==> src/design/lgsp_pkg.sv <==
// Types and constants of the light-gun pad responder.
// Used by the link, frame and top-level modules; depends on nothing.
package lgsp_pkg;

  typedef enum logic [1:0] {
    CMD_CLOCK   = 2'd0,
    CMD_SELECT  = 2'd1,
    CMD_BUTTONS = 2'd2,
    CMD_HIT     = 2'd3
  } cmd_t;

  localparam logic [7:0] ADDR_BYTE   = 8'h01;
  localparam logic [7:0] REPLY_ID    = 8'h63;
  localparam logic [7:0] REPORT_HDR  = 8'h5A;
  localparam logic [7:0] OPCODE_READ = 8'h42;
  localparam logic [7:0] IDLE_BYTE   = 8'hFF;
  localparam logic [15:0] SHOT_X     = 16'h0001;
  localparam logic [9:0]  SHOT_Y     = 10'h00A;
  localparam logic [2:0]  SHOT_FRAMES = 3'd4;
  localparam logic [2:0]  REPORT_LEN  = 3'd7;

  typedef struct packed {
    cmd_t        command;
    logic        txd;
    logic        select_level;
    logic        trigger;
    logic        button_a;
    logic        button_b;
    logic        offscreen;
    logic [15:0] hit_pos_x;
    logic [9:0]  hit_pos_y;
  } item_t;

  // Frame-side status that the link reads when it builds a report.
  typedef struct packed {
    logic [1:0]  held_buttons;
    logic        latched_trigger;
    logic [2:0]  shot_timer;
    logic [15:0] shot_x;
    logic [9:0]  shot_y;
  } frame_stat_t;

  typedef struct packed {
    logic rxd;
    logic data_ready;
    logic ack_pulse;
  } result_t;

endpackage

==> src/design/lgsp_if.sv <==
// Valid/ready channel interfaces of the light-gun pad responder.
// Standalone; field widths follow the request and result definitions.
interface lgsp_in_if;
  logic        valid;
  logic        ready;
  logic [1:0]  command;
  logic        txd;
  logic        select_level;
  logic        trigger;
  logic        button_a;
  logic        button_b;
  logic        offscreen;
  logic [15:0] hit_pos_x;
  logic [9:0]  hit_pos_y;

  modport source (
    output valid, command, txd, select_level, trigger, button_a, button_b,
           offscreen, hit_pos_x, hit_pos_y,
    input  ready
  );
  modport sink (
    input  valid, command, txd, select_level, trigger, button_a, button_b,
           offscreen, hit_pos_x, hit_pos_y,
    output ready
  );
endinterface

interface lgsp_out_if;
  logic valid;
  logic ready;
  logic rxd;
  logic data_ready;
  logic ack_pulse;

  modport source (output valid, rxd, data_ready, ack_pulse, input ready);
  modport sink (input valid, rxd, data_ready, ack_pulse, output ready);
endinterface

==> src/design/lightgun_serial_pad_responder.sv <==
// Device side of a light-gun controller on a select-gated, bit-serial pad bus.
// Depends on lgsp_pkg, lgsp_if, lgsp_link and lgsp_frame.
//
// Takes one request per clock cycle while the result side keeps up, and returns
// exactly one result per request. A request is captured in an input register; the
// full state update and result are computed from it and stored in a result
// register once that register is free, and the result register drives the output.
// Throughput is set by that state update: one request per cycle whenever the
// result side keeps up. A stalled result register holds the input register, and
// the input side stops accepting only while both are full.
module lightgun_serial_pad_responder #(
  parameter int TX_DEPTH = 8
) (
  input  logic        clk,
  input  logic        rst,
  lgsp_in_if.sink     pad_in,
  lgsp_out_if.source  pad_out
);
  import lgsp_pkg::*;

  item_t       item;
  logic        item_valid;
  logic        step;
  logic        report_take;
  frame_stat_t fstat;
  result_t     res;

  assign step         = item_valid && (!pad_out.valid || pad_out.ready);
  assign pad_in.ready = !item_valid || step;

  always_ff @(posedge clk) begin
    if (rst) begin
      item_valid <= 1'b0;
    end else if (pad_in.ready) begin
      item_valid <= pad_in.valid;
    end
  end

  always_ff @(posedge clk) begin
    if (pad_in.valid && pad_in.ready) begin
      item <= '{
        command:      cmd_t'(pad_in.command),
        txd:          pad_in.txd,
        select_level: pad_in.select_level,
        trigger:      pad_in.trigger,
        button_a:     pad_in.button_a,
        button_b:     pad_in.button_b,
        offscreen:    pad_in.offscreen,
        hit_pos_x:    pad_in.hit_pos_x,
        hit_pos_y:    pad_in.hit_pos_y
      };
    end
  end

  lgsp_link #(.TX_DEPTH(TX_DEPTH)) u_link (
    .clk         (clk),
    .rst         (rst),
    .step        (step),
    .item        (item),
    .fstat       (fstat),
    .report_take (report_take),
    .res         (res)
  );

  lgsp_frame u_frame (
    .clk         (clk),
    .rst         (rst),
    .step        (step),
    .item        (item),
    .report_take (report_take),
    .fstat       (fstat)
  );

  always_ff @(posedge clk) begin
    if (rst) begin
      pad_out.valid <= 1'b0;
    end else if (step) begin
      pad_out.valid <= 1'b1;
    end else if (pad_out.ready) begin
      pad_out.valid <= 1'b0;
    end
  end

  always_ff @(posedge clk) begin
    if (step) begin
      pad_out.rxd        <= res.rxd;
      pad_out.data_ready <= res.data_ready;
      pad_out.ack_pulse  <= res.ack_pulse;
    end
  end

endmodule

==> src/design/lgsp_frame.sv <==
// Per-frame button, trigger and hit-position state with the offscreen-shot timer.
// Depends on lgsp_pkg.
module lgsp_frame (
  input  logic                clk,
  input  logic                rst,
  input  logic                step,
  input  lgsp_pkg::item_t     item,
  input  logic                report_take,
  output lgsp_pkg::frame_stat_t fstat
);
  import lgsp_pkg::*;

  logic [1:0]  held_buttons;
  logic        latched_trigger;
  logic        live_trigger;
  logic [15:0] shot_x;
  logic [9:0]  shot_y;
  logic [2:0]  shot_timer;
  logic        prev_offscreen;
  logic [2:0]  timer_dec;
  logic        shot_start;

  assign timer_dec  = (shot_timer != 3'd0) ? shot_timer - 3'd1 : 3'd0;
  // A new shot starts only on a fresh press once the previous one has run out.
  assign shot_start = item.offscreen && !prev_offscreen && (timer_dec == 3'd0);

  always_ff @(posedge clk) begin
    if (rst) begin
      held_buttons    <= '0;
      latched_trigger <= 1'b0;
      live_trigger    <= 1'b0;
      shot_x          <= '0;
      shot_y          <= '0;
      shot_timer      <= '0;
      prev_offscreen  <= 1'b0;
    end else if (step) begin
      case (item.command)
        CMD_BUTTONS: begin
          live_trigger    <= item.trigger;
          latched_trigger <= latched_trigger | item.trigger;
          held_buttons    <= {item.button_b, item.button_a};
          shot_timer      <= shot_start ? SHOT_FRAMES : timer_dec;
          prev_offscreen  <= item.offscreen;
        end
        CMD_HIT: begin
          shot_x <= item.hit_pos_x;
          shot_y <= item.hit_pos_y;
        end
        CMD_CLOCK: begin
          if (report_take) begin
            shot_x          <= SHOT_X;
            shot_y          <= SHOT_Y;
            latched_trigger <= live_trigger;
          end
        end
        default: begin
        end
      endcase
    end
  end

  assign fstat = '{
    held_buttons:    held_buttons,
    latched_trigger: latched_trigger,
    shot_timer:      shot_timer,
    shot_x:          shot_x,
    shot_y:          shot_y
  };

endmodule

==> src/design/lgsp_link.sv <==
// Serial link engine: select tracking, command byte shifter and reply byte buffer.
// Depends on lgsp_pkg.
module lgsp_link #(
  parameter int TX_DEPTH = 8
) (
  input  logic                  clk,
  input  logic                  rst,
  input  logic                  step,
  input  lgsp_pkg::item_t       item,
  input  lgsp_pkg::frame_stat_t fstat,
  output logic                  report_take,
  output lgsp_pkg::result_t     res
);
  import lgsp_pkg::*;

  localparam int IDX_W = $clog2(TX_DEPTH);

  typedef enum logic [1:0] {PH_ADDR, PH_CMD, PH_XFER, PH_IDLE} phase_t;

  logic             selected, selected_next;
  phase_t           phase, phase_next;
  logic [2:0]       bit_index, bit_index_next;
  logic [7:0]       rx_shift, rx_shift_next;
  logic [7:0]       tx_bytes [TX_DEPTH];
  logic [IDX_W-1:0] tx_index, tx_index_next;
  logic [2:0]       tx_left, tx_left_next;

  logic       load_hdr;
  logic [7:0] hdr_byte;
  logic       clear_report;
  logic [7:0] byte_in;
  logic [7:0] tx_cur;
  logic       rxd, ack;
  logic       shot_on;
  logic [7:0] btn1, btn2;
  logic [15:0] rep_x;
  logic [9:0]  rep_y;

  assign tx_cur  = tx_bytes[tx_index];
  assign shot_on = fstat.shot_timer != 3'd0;

  // Report bytes; during a shot the trigger bit is pressed on the middle two frames.
  always_comb begin
    btn1 = IDLE_BYTE ^ {4'b0, fstat.held_buttons[0], 3'b0};
    btn2 = IDLE_BYTE ^ {1'b0, fstat.held_buttons[1], fstat.latched_trigger, 5'b0};
    if (shot_on) begin
      btn2[5] = !(fstat.shot_timer == 3'd2 || fstat.shot_timer == 3'd3);
    end
    rep_x = shot_on ? SHOT_X : fstat.shot_x;
    rep_y = shot_on ? SHOT_Y : fstat.shot_y;
  end

  always_comb begin
    selected_next  = selected;
    phase_next     = phase;
    bit_index_next = bit_index;
    rx_shift_next  = rx_shift;
    tx_index_next  = tx_index;
    tx_left_next   = tx_left;
    load_hdr       = 1'b0;
    hdr_byte       = REPLY_ID;
    report_take    = 1'b0;
    clear_report   = 1'b0;
    rxd            = 1'b1;
    ack            = 1'b0;
    byte_in            = rx_shift;
    byte_in[bit_index] = item.txd;

    case (item.command)
      CMD_CLOCK: begin
        if (selected) begin
          if (tx_left != 3'd0) begin
            rxd = tx_cur[bit_index];
          end
          rx_shift_next  = byte_in;
          bit_index_next = bit_index + 3'd1;
          if (bit_index == 3'd7) begin
            if (tx_left != 3'd0) begin
              tx_index_next = tx_index + 1'b1;
              tx_left_next  = tx_left - 3'd1;
            end
            case (phase)
              PH_ADDR: begin
                if (byte_in != ADDR_BYTE) begin
                  phase_next = PH_IDLE;
                end else begin
                  load_hdr      = 1'b1;
                  hdr_byte      = REPLY_ID;
                  tx_index_next = '0;
                  tx_left_next  = 3'd1;
                  phase_next    = PH_CMD;
                end
              end
              PH_CMD: begin
                load_hdr      = 1'b1;
                hdr_byte      = REPORT_HDR;
                tx_index_next = '0;
                if (byte_in == OPCODE_READ) begin
                  phase_next   = PH_XFER;
                  report_take  = 1'b1;
                  tx_left_next = REPORT_LEN;
                end else begin
                  phase_next   = PH_IDLE;
                  clear_report = 1'b1;
                  tx_left_next = 3'd0;
                end
              end
              default: begin
              end
            endcase
            ack = tx_left_next != 3'd0;
          end
        end
      end
      CMD_SELECT: begin
        // Only a rising select restarts the transfer.
        if (!selected && item.select_level) begin
          phase_next     = PH_ADDR;
          bit_index_next = '0;
          tx_index_next  = '0;
          tx_left_next   = '0;
        end
        selected_next = item.select_level;
      end
      default: begin
      end
    endcase
  end

  assign res = '{
    rxd:        rxd,
    data_ready: selected_next && (bit_index_next == 3'd0) && (tx_left_next != 3'd0),
    ack_pulse:  ack
  };

  always_ff @(posedge clk) begin
    if (rst) begin
      selected  <= 1'b0;
      phase     <= PH_ADDR;
      bit_index <= '0;
      rx_shift  <= '0;
      tx_index  <= '0;
      tx_left   <= '0;
    end else if (step) begin
      selected  <= selected_next;
      phase     <= phase_next;
      bit_index <= bit_index_next;
      rx_shift  <= rx_shift_next;
      tx_index  <= tx_index_next;
      tx_left   <= tx_left_next;
    end
  end

  // Reply buffer; entries 0 to 6 are written before they are sent; others never are.
  always_ff @(posedge clk) begin
    if (step) begin
      if (load_hdr) begin
        tx_bytes[0] <= hdr_byte;
      end
      if (report_take) begin
        tx_bytes[1] <= btn1;
        tx_bytes[2] <= btn2;
        tx_bytes[3] <= rep_x[7:0];
        tx_bytes[4] <= rep_x[15:8];
        tx_bytes[5] <= rep_y[7:0];
        tx_bytes[6] <= {6'b0, rep_y[9:8]};
      end
      if (clear_report) begin
        tx_bytes[1] <= '0;
        tx_bytes[2] <= '0;
      end
    end
  end

endmodule

==> src/flat_wrapper.sv <==
// flat-port wrapper written by rule: the top's interface ports become plain ports
module lightgun_serial_pad_responder_flat import lgsp_pkg::*;
#(
  parameter int TX_DEPTH = 8
)
  (clk, rst, pad_in_valid, pad_in_command, pad_in_txd, pad_in_select_level, pad_in_trigger, pad_in_button_a, pad_in_button_b, pad_in_offscreen, pad_in_hit_pos_x, pad_in_hit_pos_y, pad_in_ready, pad_out_valid, pad_out_rxd, pad_out_data_ready, pad_out_ack_pulse, pad_out_ready);
  lgsp_in_if pad_in_i ();
  lgsp_out_if pad_out_i ();
  input  logic clk;
  input  logic rst;
  input wire logic [$bits(pad_in_i.valid)-1:0] pad_in_valid;
  input wire logic [$bits(pad_in_i.command)-1:0] pad_in_command;
  input wire logic [$bits(pad_in_i.txd)-1:0] pad_in_txd;
  input wire logic [$bits(pad_in_i.select_level)-1:0] pad_in_select_level;
  input wire logic [$bits(pad_in_i.trigger)-1:0] pad_in_trigger;
  input wire logic [$bits(pad_in_i.button_a)-1:0] pad_in_button_a;
  input wire logic [$bits(pad_in_i.button_b)-1:0] pad_in_button_b;
  input wire logic [$bits(pad_in_i.offscreen)-1:0] pad_in_offscreen;
  input wire logic [$bits(pad_in_i.hit_pos_x)-1:0] pad_in_hit_pos_x;
  input wire logic [$bits(pad_in_i.hit_pos_y)-1:0] pad_in_hit_pos_y;
  output wire logic [$bits(pad_in_i.ready)-1:0] pad_in_ready;
  output wire logic [$bits(pad_out_i.valid)-1:0] pad_out_valid;
  output wire logic [$bits(pad_out_i.rxd)-1:0] pad_out_rxd;
  output wire logic [$bits(pad_out_i.data_ready)-1:0] pad_out_data_ready;
  output wire logic [$bits(pad_out_i.ack_pulse)-1:0] pad_out_ack_pulse;
  input wire logic [$bits(pad_out_i.ready)-1:0] pad_out_ready;
  assign pad_in_i.valid = pad_in_valid;
  assign pad_in_i.command = pad_in_command;
  assign pad_in_i.txd = pad_in_txd;
  assign pad_in_i.select_level = pad_in_select_level;
  assign pad_in_i.trigger = pad_in_trigger;
  assign pad_in_i.button_a = pad_in_button_a;
  assign pad_in_i.button_b = pad_in_button_b;
  assign pad_in_i.offscreen = pad_in_offscreen;
  assign pad_in_i.hit_pos_x = pad_in_hit_pos_x;
  assign pad_in_i.hit_pos_y = pad_in_hit_pos_y;
  assign pad_in_ready = pad_in_i.ready;
  assign pad_out_valid = pad_out_i.valid;
  assign pad_out_rxd = pad_out_i.rxd;
  assign pad_out_data_ready = pad_out_i.data_ready;
  assign pad_out_ack_pulse = pad_out_i.ack_pulse;
  assign pad_out_i.ready = pad_out_ready;
  lightgun_serial_pad_responder #(.TX_DEPTH(TX_DEPTH)) u_core (.clk(clk), .rst(rst), .pad_in(pad_in_i), .pad_out(pad_out_i));
endmodule
==> config.mk <==
export PLATFORM = sky130hd
export DESIGN_NAME = lightgun_serial_pad_responder_flat
export DESIGN_NICKNAME = d
export VERILOG_FILES = /design/src/design/lgsp_pkg.sv /design/src/design/lgsp_if.sv /design/src/design/lightgun_serial_pad_responder.sv /design/src/design/lgsp_frame.sv /design/src/design/lgsp_link.sv /design/src/flat_wrapper.sv
export SDC_FILE = /design/constraint.sdc
export NUM_CORES = 1
export LEC_CHECK = 0
export CAP_MARGIN = 15
export CORE_UTILIZATION = 51
export CTS_BUF_LIST = sky130_fd_sc_hd__clkbuf_4 sky130_fd_sc_hd__clkbuf_8 sky130_fd_sc_hd__clkbuf_16
export DETAILED_ROUTE_END_ITERATION = 10
export DONT_BUFFER_PORTS = 1
export PLACE_DENSITY = 0.62
export RECOVER_POWER = 25
export SYNTH_ARGS = -nofsm -noshare
export SYNTH_HDL_FRONTEND = slang
export SYNTH_HIERARCHICAL = 1
export SYNTH_SLANG_ARGS = --single-unit
==> constraint.sdc <==
create_clock -name clk -period 4 [get_ports clk]
set_clock_uncertainty 0.1 [all_clocks]
set_input_delay 0.4 -clock clk [delete_from_list [all_inputs] [get_ports clk]]
set_output_delay 0.4 -clock clk [all_outputs]
set_load 0.01 [all_outputs]
==> impl_metrics.ini <==
[drt]
wl_met2_um = 5230
drt_wl_total_um = 10900
vias_per_cell = 5.39
dr.first_iter.drc_count = 215
ant_nets = 0
firstDrtPassIters = 4
wl_met3_um = 315
highest_layer = met4
post-route-drc-count = 0
vias = 3828
wl_met1_um = 5100
post_drt_wl_per_cell_um = 15.4

[logic_synthesis]
yosysTopAreaCellShare_pct = 37.5
avgSynthCellArea_sq_um = 11.3
synth_top_flop_cell = edfxtp_1
synth_cell_types = 59
synth_commonest_cells = 74 x edfxtp_1, 62 x dfxtp_1, 48 x nand2_1
post-synth-top-count-cell = edfxtp_1
async_flop_share_pct = 0
syn_nets = 572
synth_warnings = 6
yosysTopAreaCell = edfxtp_1
seq_area_frac_synth_pct = 58.4
synth_seq_cells = 136
syn_inst = 527
synth-edff-count = 74
synth_area_leaders = edfxtp_1 37%, dfxtp_1 21%, mux2i_1 4.4%, nand3b_1 3.2%, mux4_2 3.0%
syn-cell-area_sq_um = 5930

[finish]
stdcell_count = 710
diodes = 0
fillers = 915
drive_above_1_share_pct = 9.88
area_growth_pct = 16.5
post-route-util_pct = 60.8
multi_input_area_sq_um = 2220
seqCellArea_sq_um = 3460
fin_nets = 599

[worst_setup_path]
crit_arrival_ps = 3480
end_kind = flop
crit_fanout = 49
cp.required_ps = 4170
cp_slowest_cell = dfxtp_1
path_cells = mux2_4 -> nor3b_1 -> o211ai_1 -> or3_1 -> nor2_1 -> nand2_1 -> o31a_2 -> nand3b_1 -> o21ai_2
path_class = flop to flop
cpPeakStageDelay_ps = 660
start_kind = flop

[sta]
setup_viol = 0
tns_ps = 0
fin_crit_sh_pct = 82.8
rsz0062_at_grt = false
slew_headroom_pct = 40.1
tightest_slew_ps = 897
fmax_ghz = 0.302
fin_crit_ps = 3310
slew_viol_final = 0
hold_viol = 0

[place]
dpl.cell_count = 643
place_congestion = 0.813
port_buffers = 0
dp_hpwl_um = 6910

[floorplanning]
io_pins = 43
start_util_pct = 52.2
fp.dieW_um = 110
die_area_sq_um = 12100
core_area_sq_um = 11400
rows = 39
die_h_um = 110

[grt]
grt_max_degree = 50
grt_pass1_wl_um = 17900
grt_pass1_vias = 3700
gr-total-overflow = 0
antenna_found_initial = 0
grt_usage_pct = 20.1

[clock_tree]
cts_max_level = 4
cts_root_buffer = clkbuf_16
cts_setup_buffers = 0
cts_buffer_depth = 2
cts_tree = yes
insertion_delay_ps = 420
numCtsBuffers = 17
path_clk_slew_ps = 60
cts_num_sinks = 136

[pwr]
ir_drop_mv = 0.422
leakagePower_nw = 2.45
power.total_mw = 3.14
powerDensity_nw_per_um2 = 454

[run]
maxCapViolCount = 0

[run_status]
status = completed

[hold_path]
min_path_type = input port to flop
[per-stage QoR]
| step | instance area (sq um) | worst slack (ps) | hold WS (ps) |
|---|---|---|---|
| finish | 6910 | 689 | 25.6 |
| global route | 6910 | 429 | 20.6 |
| CTS | 6930 | 730 | 7.73 |
| detailed placement | 5990 | 739 | 346 |
| global placement | 5990 | 876 | 337 |
| floorplan | 5930 | 1180 | 320 |
[routing by layer]
metal / global-route usage (%) / up-vias
li1: - / 1948
met2: 31.9 / 70
met1: 25.2 / 1789
met3: 4.86 / 21
met5: 0 / -
met4: 10.9 / 0
[power by group]
group / switching, mW / internal (mW) / leakage [nW] / total, mW
combinational: 0.0554 / 0.0514 / 0.969 / 0.107
sequential: 0.0160 / 1.50 / 1.20 / 1.52
clock: 0.590 / 0.928 / 0.275 / 1.52
total: 0.661 / 2.48 / 2.45 / 3.14
[worst paths after layout]
kind | end | depth (start not counted) | slack, ps | startpoint
worst max-delay path | u_core/u_frame/shot_y[4] | 9 | 690 | u_core/u_link/bit_index[0]
worst min-delay path | u_core/item_valid | 2 | 30 | pad_in_valid
worst max register to register | u_core/u_frame/shot_y[4] | 9 | 690 | u_core/u_link/bit_index[0]
worst min register to register | u_core/u_frame/shot_y[3] | 2 | 360 | u_core/u_frame/shot_y[3]
[critical path: cells and delay by family (launching register included)]
family / cells / cell delay (ps)
flops: 1 / 660
simple gates: 5 / 1130
mux: 1 / 350
compound gates: 3 / 890
[registers in the layout (all words and copies together) (netlist names), 2 cells and up, named ones only]
name and count:
u_core/u_link/tx_index 3, u_core/u_link/phase 2, u_core/u_link/rx_shift 8, u_core/u_frame/shot_x 16, u_core/u_link/bit_index 3, u_core/u_link/tx_left 3, u_core/item 34, u_core/u_frame/held_buttons 2
u_core/u_frame/shot_timer 3, u_core/u_link/tx_bytes 40, u_core/u_frame/shot_y 10
[cell families (layout without fill, tap and decap cells)]
kind of cell,after synthesis,count (layout),share of synthesized area (%)
flip-flops,136,136,58.4
XOR/XNOR,3,3,0.443
AND/OR/NAND/NOR,205,205,18.5
AO/OA/AOI/OAI,89,89,9.26
multiplexers,37,37,8.06
adder cells (fa/ha/maj),7,7,1.48
buffers and inverters,50,90,3.90
[cells in the final DEF (no fill, tap or decap), types with 6 or more instances in the layout]
master,Yosys,routed
a211oi_1,7,7
a21oi_1,24,24
and2_0,0,12
and2_1,18,7
and3_1,10,10
clkbuf_16,0,17
dfxtp_1,62,62
dlygate4sd3_1,0,34
edfxtp_1,74,74
ha_1,7,7
inv_1,16,16
mux2i_1,26,26
mux4_2,8,8
nand2_1,48,48
nand2b_1,12,12
nand3_1,10,10
nand3b_1,25,26
nor2_1,47,47
nor2b_1,7,7
nor3_1,6,6
nor3b_1,8,8
o21ai_0,21,21
o21ai_1,7,7
[cell type report]
class | instances | area share [%]
multi-input cells | 341 | 32.2
clock buffers | 18 | 6.26
well taps | 143 | 2.59
inverters | 17 | 0.923
flip-flops and latches | 136 | 50.1
repair buffers | 41 | 5.81
clock inverters | 14 | 2.14
[what timing repair did]
item	4_1_cts	5_1_grt
hold buffers	35	0
endpoints found under the setup margin	0	0
hold endpoints to repair	64	0
gates resized for setup	0	0
Power figures use the tool's default switching activity.
